===== config.mk =====
export PLATFORM = sky130hd
export DESIGN_NAME = evdev_pointer_frame_accumulator
export DESIGN_NICKNAME = d
export VERILOG_FILES = /design/src/rtl/evpfa_pkg.sv /design/src/rtl/evpfa_decode.sv /design/src/rtl/evpfa_core.sv /design/src/rtl/evpfa_out_reg.sv /design/src/rtl/evpfa_top_placeholder.sv /design/src/rtl/evdev_pointer_frame_accumulator.sv
export SDC_FILE = /design/constraint.sdc
export NUM_CORES = 1
export LEC_CHECK = 0
export BUFFER_PORTS_ARGS = -buffer_cell sky130_fd_sc_hd__buf_4
export CORE_ASPECT_RATIO = 0.75
export CORE_MARGIN = 3
export CORE_UTILIZATION = 55
export DETAILED_ROUTE_END_ITERATION = 10
export PLACE_DENSITY = 0.74
export SLEW_MARGIN = 10
export SYNTH_ARGS = -nofsm -noshare
export SYNTH_HDL_FRONTEND = slang
export SYNTH_SLANG_ARGS = --single-unit

===== constraint.sdc =====
create_clock -name aclk -period 19.9 [get_ports aclk]
set_input_delay 1.99 -clock aclk [delete_from_list [all_inputs] [get_ports aclk]]
set_output_delay 1.99 -clock aclk [all_outputs]
set_load 0.02 [all_outputs]

===== src/rtl/evpfa_pkg.sv =====
// Package for the pointer frame accumulator: record type and code constants,
// the decoded-record struct and the packet struct. No dependencies.
`default_nettype none

package evpfa_pkg;

    // Record types
    localparam logic [15:0] TYPE_SYNC = 16'h0000;
    localparam logic [15:0] TYPE_KEY  = 16'h0001;
    localparam logic [15:0] TYPE_REL  = 16'h0002;
    localparam logic [15:0] TYPE_ABS  = 16'h0003;

    // Axis codes
    localparam logic [15:0] AXIS_X     = 16'h0000;
    localparam logic [15:0] AXIS_Y     = 16'h0001;
    localparam logic [15:0] AXIS_WHEEL = 16'h0008;

    // Mapped button code range
    localparam logic [15:0] BUTTON_FIRST = 16'h0110;
    localparam logic [15:0] BUTTON_LAST  = 16'h0114;

    localparam int unsigned VALUE_W   = 32;
    localparam int unsigned BUTTONS_W = 5;
    localparam int unsigned BTN_IDX_W = 3;

    // Classification of one record
    typedef struct packed {
        logic                 is_sync;
        logic                 rel_x;
        logic                 rel_y;
        logic                 rel_scroll;
        logic                 abs_x;
        logic                 abs_y;
        logic                 button;
        logic [BTN_IDX_W-1:0] btn_idx;
        logic                 btn_level;
    } decode_t;

    // One output packet
    typedef struct packed {
        logic [BUTTONS_W-1:0] buttons;
        logic [VALUE_W-1:0]   dz;
        logic [VALUE_W-1:0]   dy;
        logic [VALUE_W-1:0]   dx;
    } packet_t;

endpackage

`default_nettype wire


===== src/rtl/evpfa_decode.sv =====
// Record decoder: turns type, code and value into per-action strobes.
// Depends on evpfa_pkg.
`default_nettype none

module evpfa_decode (
    input  wire logic [15:0]                   func,
    input  wire logic [15:0]                   ev_code,
    input  wire logic [evpfa_pkg::VALUE_W-1:0] ev_value,
    output evpfa_pkg::decode_t                 dec
);

    logic        is_rel;
    logic        is_abs;
    logic        in_range;
    logic [15:0] btn_off;

    assign is_rel   = (func == evpfa_pkg::TYPE_REL);
    assign is_abs   = (func == evpfa_pkg::TYPE_ABS);
    assign in_range = (ev_code >= evpfa_pkg::BUTTON_FIRST) &&
                      (ev_code <= evpfa_pkg::BUTTON_LAST);
    assign btn_off  = ev_code - evpfa_pkg::BUTTON_FIRST;

    always_comb begin
        dec.is_sync    = (func == evpfa_pkg::TYPE_SYNC);
        dec.rel_x      = is_rel && (ev_code == evpfa_pkg::AXIS_X);
        dec.rel_y      = is_rel && (ev_code == evpfa_pkg::AXIS_Y);
        dec.rel_scroll = is_rel && (ev_code == evpfa_pkg::AXIS_WHEEL);
        dec.abs_x      = is_abs && (ev_code == evpfa_pkg::AXIS_X);
        dec.abs_y      = is_abs && (ev_code == evpfa_pkg::AXIS_Y);
        dec.button     = (func == evpfa_pkg::TYPE_KEY) && in_range;
        dec.btn_idx    = btn_off[evpfa_pkg::BTN_IDX_W-1:0];
        dec.btn_level  = |ev_value;
    end

endmodule

`default_nettype wire


===== src/rtl/evpfa_core.sv =====
// Accumulator core: frame state, relative/absolute/button updates and
// packet build on sync. Depends on evpfa_pkg.
`default_nettype none

module evpfa_core (
    input  wire logic                          aclk,
    input  wire logic                          aresetn,
    input  wire logic                          valid,
    input  wire evpfa_pkg::decode_t            dec,
    input  wire logic [evpfa_pkg::VALUE_W-1:0] value,
    input  wire logic                          slot_free,
    output logic                               fire,
    output logic                               emit,
    output evpfa_pkg::packet_t                 packet
);

    localparam int unsigned W  = evpfa_pkg::VALUE_W;
    localparam int unsigned BW = evpfa_pkg::BUTTONS_W;

    logic [W-1:0]  acc_x_reg, acc_x_next;
    logic [W-1:0]  acc_y_reg, acc_y_next;
    logic [W-1:0]  acc_wheel_reg, acc_wheel_next;
    logic [W-1:0]  base_x_reg, base_x_next;
    logic [W-1:0]  base_y_reg, base_y_next;
    logic [BW-1:0] held_reg, held_next;
    logic          active_reg, active_next;
    logic          seen_x_reg, seen_x_next;
    logic          seen_y_reg, seen_y_next;

    // Sync with activity produces a word; it needs a free output slot
    assign emit = valid && dec.is_sync && active_reg;
    assign fire = valid && (!emit || slot_free);

    assign packet.dx      = acc_x_reg;
    assign packet.dy      = acc_y_reg;
    assign packet.dz      = acc_wheel_reg;
    assign packet.buttons = held_reg;

    // Next-state for one record
    always_comb begin
        acc_x_next     = acc_x_reg;
        acc_y_next     = acc_y_reg;
        acc_wheel_next = acc_wheel_reg;
        base_x_next    = base_x_reg;
        base_y_next    = base_y_reg;
        held_next      = held_reg;
        active_next    = active_reg;
        seen_x_next    = seen_x_reg;
        seen_y_next    = seen_y_reg;
        if (dec.is_sync) begin
            if (active_reg) begin
                acc_x_next     = '0;
                acc_y_next     = '0;
                acc_wheel_next = '0;
                active_next    = 1'b0;
            end
        end else if (dec.rel_x) begin
            acc_x_next  = acc_x_reg + value;
            active_next = 1'b1;
        end else if (dec.rel_y) begin
            acc_y_next  = acc_y_reg + value;
            active_next = 1'b1;
        end else if (dec.rel_scroll) begin
            acc_wheel_next = acc_wheel_reg + value;
            active_next    = 1'b1;
        end else if (dec.abs_x) begin
            // first report only sets the baseline
            if (seen_x_reg) begin
                acc_x_next  = acc_x_reg + (value - base_x_reg);
                active_next = 1'b1;
            end
            seen_x_next = 1'b1;
            base_x_next = value;
        end else if (dec.abs_y) begin
            if (seen_y_reg) begin
                acc_y_next  = acc_y_reg + (value - base_y_reg);
                active_next = 1'b1;
            end
            seen_y_next = 1'b1;
            base_y_next = value;
        end else if (dec.button) begin
            held_next[dec.btn_idx] = dec.btn_level;
            active_next            = 1'b1;
        end
    end

    // State registers, updated only when a record is consumed
    always_ff @(posedge aclk) begin
        if (!aresetn) begin
            acc_x_reg     <= '0;
            acc_y_reg     <= '0;
            acc_wheel_reg <= '0;
            base_x_reg    <= '0;
            base_y_reg    <= '0;
            held_reg      <= '0;
            active_reg    <= 1'b0;
            seen_x_reg    <= 1'b0;
            seen_y_reg    <= 1'b0;
        end else if (fire) begin
            acc_x_reg     <= acc_x_next;
            acc_y_reg     <= acc_y_next;
            acc_wheel_reg <= acc_wheel_next;
            base_x_reg    <= base_x_next;
            base_y_reg    <= base_y_next;
            held_reg      <= held_next;
            active_reg    <= active_next;
            seen_x_reg    <= seen_x_next;
            seen_y_reg    <= seen_y_next;
        end
    end

`ifndef SYNTH
    // A consumed sync leaves an empty frame behind
    a_sync_clears: assert property (@(posedge aclk) disable iff (!aresetn)
        fire && dec.is_sync |=> !active_reg && acc_x_reg == '0 &&
            acc_y_reg == '0 && acc_wheel_reg == '0)
        else $error("sync did not clear frame state");

    // Mapped relative and button records always mark activity
    a_rel_active: assert property (@(posedge aclk) disable iff (!aresetn)
        fire && (dec.rel_x || dec.rel_y || dec.rel_scroll || dec.button)
            |=> active_reg)
        else $error("activity not recorded");

    // Absolute X report establishes the baseline
    a_abs_x_seen: assert property (@(posedge aclk) disable iff (!aresetn)
        fire && dec.abs_x && !dec.is_sync |=> seen_x_reg && base_x_reg == $past(value))
        else $error("abs X baseline not set");

    // A word is never emitted without a free slot
    a_emit_slot: assert property (@(posedge aclk) disable iff (!aresetn)
        fire && emit |-> slot_free)
        else $error("emit into occupied output slot");
`endif

endmodule

`default_nettype wire


===== src/rtl/evpfa_out_reg.sv =====
// Output register for result words; holds a word until the receiver takes it.
// Depends on evpfa_pkg.
`default_nettype none

module evpfa_out_reg (
    input  wire logic         aclk,
    input  wire logic         aresetn,
    input  wire logic         load,
    input  wire evpfa_pkg::packet_t packet,
    output logic              slot_free,
    output logic              m_tvalid,
    input  wire logic         m_tready,
    output evpfa_pkg::packet_t m_packet
);

    logic               valid_reg;
    evpfa_pkg::packet_t data_reg;

    assign slot_free = !valid_reg || m_tready;
    assign m_tvalid  = valid_reg;
    assign m_packet  = data_reg;

    // Valid flag
    always_ff @(posedge aclk) begin
        if (!aresetn) begin
            valid_reg <= 1'b0;
        end else if (load) begin
            valid_reg <= 1'b1;
        end else if (m_tready) begin
            valid_reg <= 1'b0;
        end
    end

    // Payload
    always_ff @(posedge aclk) begin
        if (load) begin
            data_reg <= packet;
        end
    end

endmodule

`default_nettype wire


===== src/rtl/evpfa_top_placeholder.sv =====
// Input register stage for evdev records, ahead of the decoder and core.
// Depends on evpfa_pkg.
`default_nettype none

module evpfa_top_placeholder (
    input  wire logic        aclk,
    input  wire logic        aresetn,
    input  wire logic        s_tvalid,
    output logic             s_tready,
    input  wire logic [63:0] s_tdata,
    input  wire logic        advance,
    output logic             valid,
    output logic [15:0]      func,
    output logic [15:0]      ev_code,
    output logic [evpfa_pkg::VALUE_W-1:0] ev_value
);

    logic        valid_reg;
    logic [63:0] data_reg;
    logic        take;

    assign s_tready = !valid_reg || advance;
    assign take     = s_tvalid && s_tready;
    assign valid    = valid_reg;
    assign func     = data_reg[15:0];
    assign ev_code  = data_reg[31:16];
    assign ev_value = data_reg[63:32];

    // Occupancy
    always_ff @(posedge aclk) begin
        if (!aresetn) begin
            valid_reg <= 1'b0;
        end else if (take) begin
            valid_reg <= 1'b1;
        end else if (advance) begin
            valid_reg <= 1'b0;
        end
    end

    // Record payload
    always_ff @(posedge aclk) begin
        if (take) begin
            data_reg <= s_tdata;
        end
    end

endmodule

`default_nettype wire


===== src/rtl/evdev_pointer_frame_accumulator.sv =====
// Pointer frame accumulator for evdev records.
// Receiving channel s_*: one record per word (type, code, signed value).
// Sending channel m_*: one packet (dx, dy, wheel, buttons) per sync record
// that closes a frame with pointer activity; other records give no word.
// Relative axes add, absolute axes add the change from the last report,
// buttons 0x110..0x114 keep a level mask that survives packets.
// A record accepted into the input register is processed by the core from
// there; its packet, if any, is loaded into the output register on m_*.
// Throughput: one record per cycle while no sync waits for the output slot,
// set by the single accumulate stage between the input and output registers.
// Reset (aresetn low, synchronous) clears all accumulators, baselines,
// button levels and both valid flags; the block is ready the cycle after.
// When the receiver stalls, a held packet stays on m_*; records keep
// flowing until a sync with activity needs the occupied output slot, and
// then s_tready drops until the packet is taken.
// Depends on evpfa_pkg, evpfa_top_placeholder, evpfa_decode, evpfa_core,
// evpfa_out_reg.
`default_nettype none

module evdev_pointer_frame_accumulator (
    input  wire logic         aclk,
    input  wire logic         aresetn,
    input  wire logic         s_tvalid,
    output logic              s_tready,
    // [15:0] func, [31:16] ev_code, [63:32] ev_value
    input  wire logic [63:0]  s_tdata,
    output logic              m_tvalid,
    input  wire logic         m_tready,
    // [31:0] delta_x, [63:32] delta_y, [95:64] delta_wheel,
    // [100:96] button_mask, [103:101] zero
    output logic [103:0]      m_tdata
);

    logic                          rec_valid;
    logic [15:0]                   rec_func;
    logic [15:0]                   rec_code;
    logic [evpfa_pkg::VALUE_W-1:0] rec_value;
    logic                          fire;
    logic                          emit;
    logic                          slot_free;
    evpfa_pkg::decode_t            dec;
    evpfa_pkg::packet_t            packet;
    evpfa_pkg::packet_t            out_packet;

    // Input register
    evpfa_top_placeholder u_in (
        .aclk     (aclk),
        .aresetn  (aresetn),
        .s_tvalid (s_tvalid),
        .s_tready (s_tready),
        .s_tdata  (s_tdata),
        .advance  (fire),
        .valid    (rec_valid),
        .func     (rec_func),
        .ev_code  (rec_code),
        .ev_value (rec_value)
    );

    // Record classification
    evpfa_decode u_dec (
        .func     (rec_func),
        .ev_code  (rec_code),
        .ev_value (rec_value),
        .dec      (dec)
    );

    // Frame state
    evpfa_core u_core (
        .aclk      (aclk),
        .aresetn   (aresetn),
        .valid     (rec_valid),
        .dec       (dec),
        .value     (rec_value),
        .slot_free (slot_free),
        .fire      (fire),
        .emit      (emit),
        .packet    (packet)
    );

    // Output register
    evpfa_out_reg u_out (
        .aclk      (aclk),
        .aresetn   (aresetn),
        .load      (fire && emit),
        .packet    (packet),
        .slot_free (slot_free),
        .m_tvalid  (m_tvalid),
        .m_tready  (m_tready),
        .m_packet  (out_packet)
    );

    assign m_tdata = {3'b000, out_packet.buttons, out_packet.dz,
                      out_packet.dy, out_packet.dx};

endmodule

`default_nettype wire


==> results.json <==
{
  "status": "finished, final reports clean",
  "power_density_nw_per_um2": 71.2,
  "placed_cells_incl_taps": 2947,
  "post-route-drc-count": 0,
  "vdd_ir_drop_max_mv": 0.0760,
  "ctsHtreeMaxLevel": 2,
  "tns_ns": 0,
  "largest_register_ff_count": 101,
  "clock_sinks": 335,
  "grt_start_max_net_pins": 69,
  "timing_worst_setup_path_type": "reg -> out",
  "synth-main-ff-cell": "sky130_fd_sc_hd__dfxtp_1",
  "cp_endpoint_kind": "output port",
  "synthesis.area_um2": 21300,
  "rsz_0062_raised_after_global_routing": "false",
  "tot_gr_track_use": 0.274,
  "regToRegSetupSlack_ns": 15.35,
  "synth_enable_flop_cells": 165,
  "met3RoutedLength_um": 5770,
  "path_max_fanout": 20,
  "grt_pass1_vias": 16900,
  "register_area_um2": 8360,
  "design.portCount": 174,
  "max_cap_violations": 0,
  "post_cts_resized": 0,
  "cts_buffers": 37,
  "final_common_cell": "sky130_fd_sc_hd__inv_1",
  "place_hpwl_um": 42800,
  "final_cell_mix": "sky130_fd_sc_hd__inv_1 (248), sky130_fd_sc_hd__a21oi_1 (221), sky130_fd_sc_hd__nand2_1 (212)",
  "final_cell_count_no_fill": 3015,
  "final_max_slew_viol_count": 0,
  "antenna_found_initial": 0,
  "postSynth.asyncResetShare": 0,
  "period_share": 0.247,
  "post_cts_buffers": 0,
  "synthesized_area_divided_by_synthesized_cell_count_um2": 9.17,
  "fp.coreArea_um2": 37600,
  "drt_pre_antenna_iters": 7,
  "timing.critical_path.arrival_ns": 2.93,
  "dr_total_vias": 17700,
  "hold_path_class": "reg -> reg",
  "final_nets": 2772,
  "dieWidth_um": 233,
  "fmaxAchievable_mhz": 203,
  "period_minus_slack_ns": 4.92,
  "drt_wl_total_um": 56600,
  "route.detailed.vias_per_inst": 5.87,
  "hold_path.startpoint": "u_core.held_reg[2]",
  "setup_viol_count_final": 0,
  "wl_met2_um": 23400,
  "critPathRequiredTime_ns": 17.91,
  "finalClockSkew_ns": 0.0278,
  "drt.antenna.violating_nets": 0,
  "power.total_mw": 1.73,
  "total_of_fill_cells_in_the_finished_design": 3078,
  "antenna_cells": 0,
  "port_buffers": 170,
  "clk_pin_slew_ns": 0.06,
  "r2r_start": "u_in.data_reg[33]",
  "worst-r2r-cell-count": 14,
  "insertion_delay_ns": 0.55,
  "cts_max_path_buffers": 3,
  "floorplan.initialDensity": 0.567,
  "report.final.hold_viol_count": 0,
  "area_delta_synth_final_pct": 13.8,
  "routedWlPerCell_um": 18.8,
  "dr.max_layer_used": "met4",
  "sequential_area_share_after_synthesis": 0.392,
  "netlist_instances": 2327,
  "synth.lib_cells_used.distinct": 94,
  "dieArea_um2": 41200,
  "first_pass_grt_wire_length_um": 90000,
  "detail_route.wirelength.met1_um": 26200,
  "grt_remaining_overflow": 0,
  "category_of_the_worst_setup_path_launch_point": "flop",
  "p_leak_nw": 10.0,
  "min_path_cells": 0,
  "std_cell_rows": 61,
  "detailedRoute.firstIterationViolations": 1744,
  "cts_hold_buffers": 0,
  "synth.ff_latch_count": 335,
  "worst_r2r_endpoint": "u_core.acc_y_reg[29]",
  "drive_gt1_frac": 0.116,
  "worst_hold_path.endpoint": "u_out.m_packet[98]",
  "tritoncts_clock_tree": "built",
  "clockRootBuffer": "sky130_fd_sc_hd__clkbuf_16",
  "maxSlewHeadroom": 0.169,
  "worst-slew-pin-transition_ns": 1.25,
  "ys.warnings.count": 0,
  "chipHeight_um": 177,
  "place_congestion": 0.987,
  "multi_input_comb_area_um2": 11700
}
-- worst max-delay path by stage --
stage	startpoint	to	slack [ns]	cells after the start
CTS	u_in.data_reg[13]	s_tready	14.91	8
detailed placement	m_tready	s_tready	15.04	5
global route	u_in.data_reg[13]	s_tready	14.70	8
finish	u_in.data_reg[13]	s_tready	14.98	8
global placement	m_tready	s_tready	15.09	5
floorplan	m_tready	u_out.m_packet[0]	13.10	2
-- kinds of logic after synthesis --
kind of cell | count (synthesis) | share of synthesized area
fa+ha+maj | 222 | 0.153
mux | 11 | 0.00534
buf+inv | 323 | 0.0595
simple gates | 658 | 0.144
xor+xnor | 134 | 0.0550
compound gates | 643 | 0.191
other cells | 1 | 0.000176
flops | 335 | 0.392
-- through the flow --
| step | utilization | instance area, um^2 | hold slack (ns) | worst slack [ns] |
|---|---|---|---|---|
| global placement | 0.613 | 23100 | 0.408 | 15.09 |
| detailed placement | 0.613 | 23100 | 0.423 | 15.04 |
| finish | 0.645 | 24300 | 0.436 | 14.98 |
| global route | 0.645 | 24300 | 0.446 | 14.70 |
| CTS | 0.645 | 24300 | 0.437 | 14.91 |
| floorplan | - | 21300 | 0.402 | 13.10 |
-- power by group --
| group | switching [mW] | internal [mW] |
|---|---|---|
| Combinational | 0.168 | 0.118 |
| Clock | 0.290 | 0.403 |
| Sequential | 0.0187 | 0.732 |
| Total | 0.477 | 1.25 |
-- final cells by class --
class / instances / area share
Clock buffer: 48 / 0.0402
Multi-Input combinational cell: 1671 / 0.483
Sequential cell: 335 / 0.344
Clock inverter: 20 / 0.00984
Tap cell: 504 / 0.0260
Inverter: 250 / 0.0387
Timing Repair Buffer: 187 / 0.0578
-- cells in the mapped netlist (5+ instances only) --
cell type | number | area [um^2]
sky130_fd_sc_hd__inv_1 | 248 | 931
sky130_fd_sc_hd__a21oi_1 | 221 | 1110
sky130_fd_sc_hd__nand2_1 | 212 | 796
sky130_fd_sc_hd__nor2_1 | 199 | 747
sky130_fd_sc_hd__dfxtp_1 | 170 | 3400
sky130_fd_sc_hd__edfxtp_1 | 165 | 4950
sky130_fd_sc_hd__ha_1 | 157 | 1960
sky130_fd_sc_hd__o21ai_0 | 118 | 591
sky130_fd_sc_hd__xnor2_1 | 79 | 692
sky130_fd_sc_hd__a21o_1 | 74 | 556
sky130_fd_sc_hd__fa_1 | 65 | 1300
sky130_fd_sc_hd__xor2_1 | 55 | 482
sky130_fd_sc_hd__clkbuf_1 | 49 | 184
sky130_fd_sc_hd__nor3_1 | 48 | 240
sky130_fd_sc_hd__nand3_1 | 36 | 180
sky130_fd_sc_hd__a22oi_1 | 33 | 248
sky130_fd_sc_hd__nand4_1 | 25 | 156
sky130_fd_sc_hd__o21a_1 | 24 | 180
sky130_fd_sc_hd__a31oi_1 | 21 | 131
sky130_fd_sc_hd__nor4_1 | 21 | 131
sky130_fd_sc_hd__nand2b_1 | 20 | 125
sky130_fd_sc_hd__a211oi_1 | 19 | 143
sky130_fd_sc_hd__and3_1 | 18 | 113
sky130_fd_sc_hd__nor2b_1 | 18 | 113
sky130_fd_sc_hd__o21ai_1 | 18 | 90.1
sky130_fd_sc_hd__o21bai_1 | 17 | 128
sky130_fd_sc_hd__and2_1 | 13 | 81.3
sky130_fd_sc_hd__buf_2 | 12 | 60.1
sky130_fd_sc_hd__o211ai_1 | 12 | 90.1
sky130_fd_sc_hd__mux2i_1 | 8 | 80.1
sky130_fd_sc_hd__o31ai_1 | 7 | 52.6
sky130_fd_sc_hd__or3_1 | 7 | 43.8
sky130_fd_sc_hd__a21boi_0 | 6 | 45.0
sky130_fd_sc_hd__o221ai_1 | 6 | 52.6
sky130_fd_sc_hd__o31a_1 | 6 | 52.6
sky130_fd_sc_hd__a32oi_1 | 5 | 43.8
sky130_fd_sc_hd__a41oi_1 | 5 | 43.8
sky130_fd_sc_hd__buf_4 | 5 | 37.5
sky130_fd_sc_hd__or2_2 | 5 | 31.3
-- layer usage --
metal / vias to the layer above / track usage
met5: - / 0
met4: 0 / 0.0668
met3: 77 / 0.0595
met2: 812 / 0.399
met1: 8286 / 0.415
li1: 8517 / -
-- critical path, cell delays in order, from the launching register on --
cell and delay (ns):
sky130_fd_sc_hd__edfxtp_1 0.37, sky130_fd_sc_hd__nor4_1 0.33, sky130_fd_sc_hd__nand4_1 0.30, sky130_fd_sc_hd__nor3_2 0.19, sky130_fd_sc_hd__buf_4 0.35, sky130_fd_sc_hd__nand3_1 0.22, sky130_fd_sc_hd__nor2_1 0.38, sky130_fd_sc_hd__inv_1 0.08
sky130_fd_sc_hd__buf_4 0.17
No activity file was read; power rests on OpenSTA's default activity.
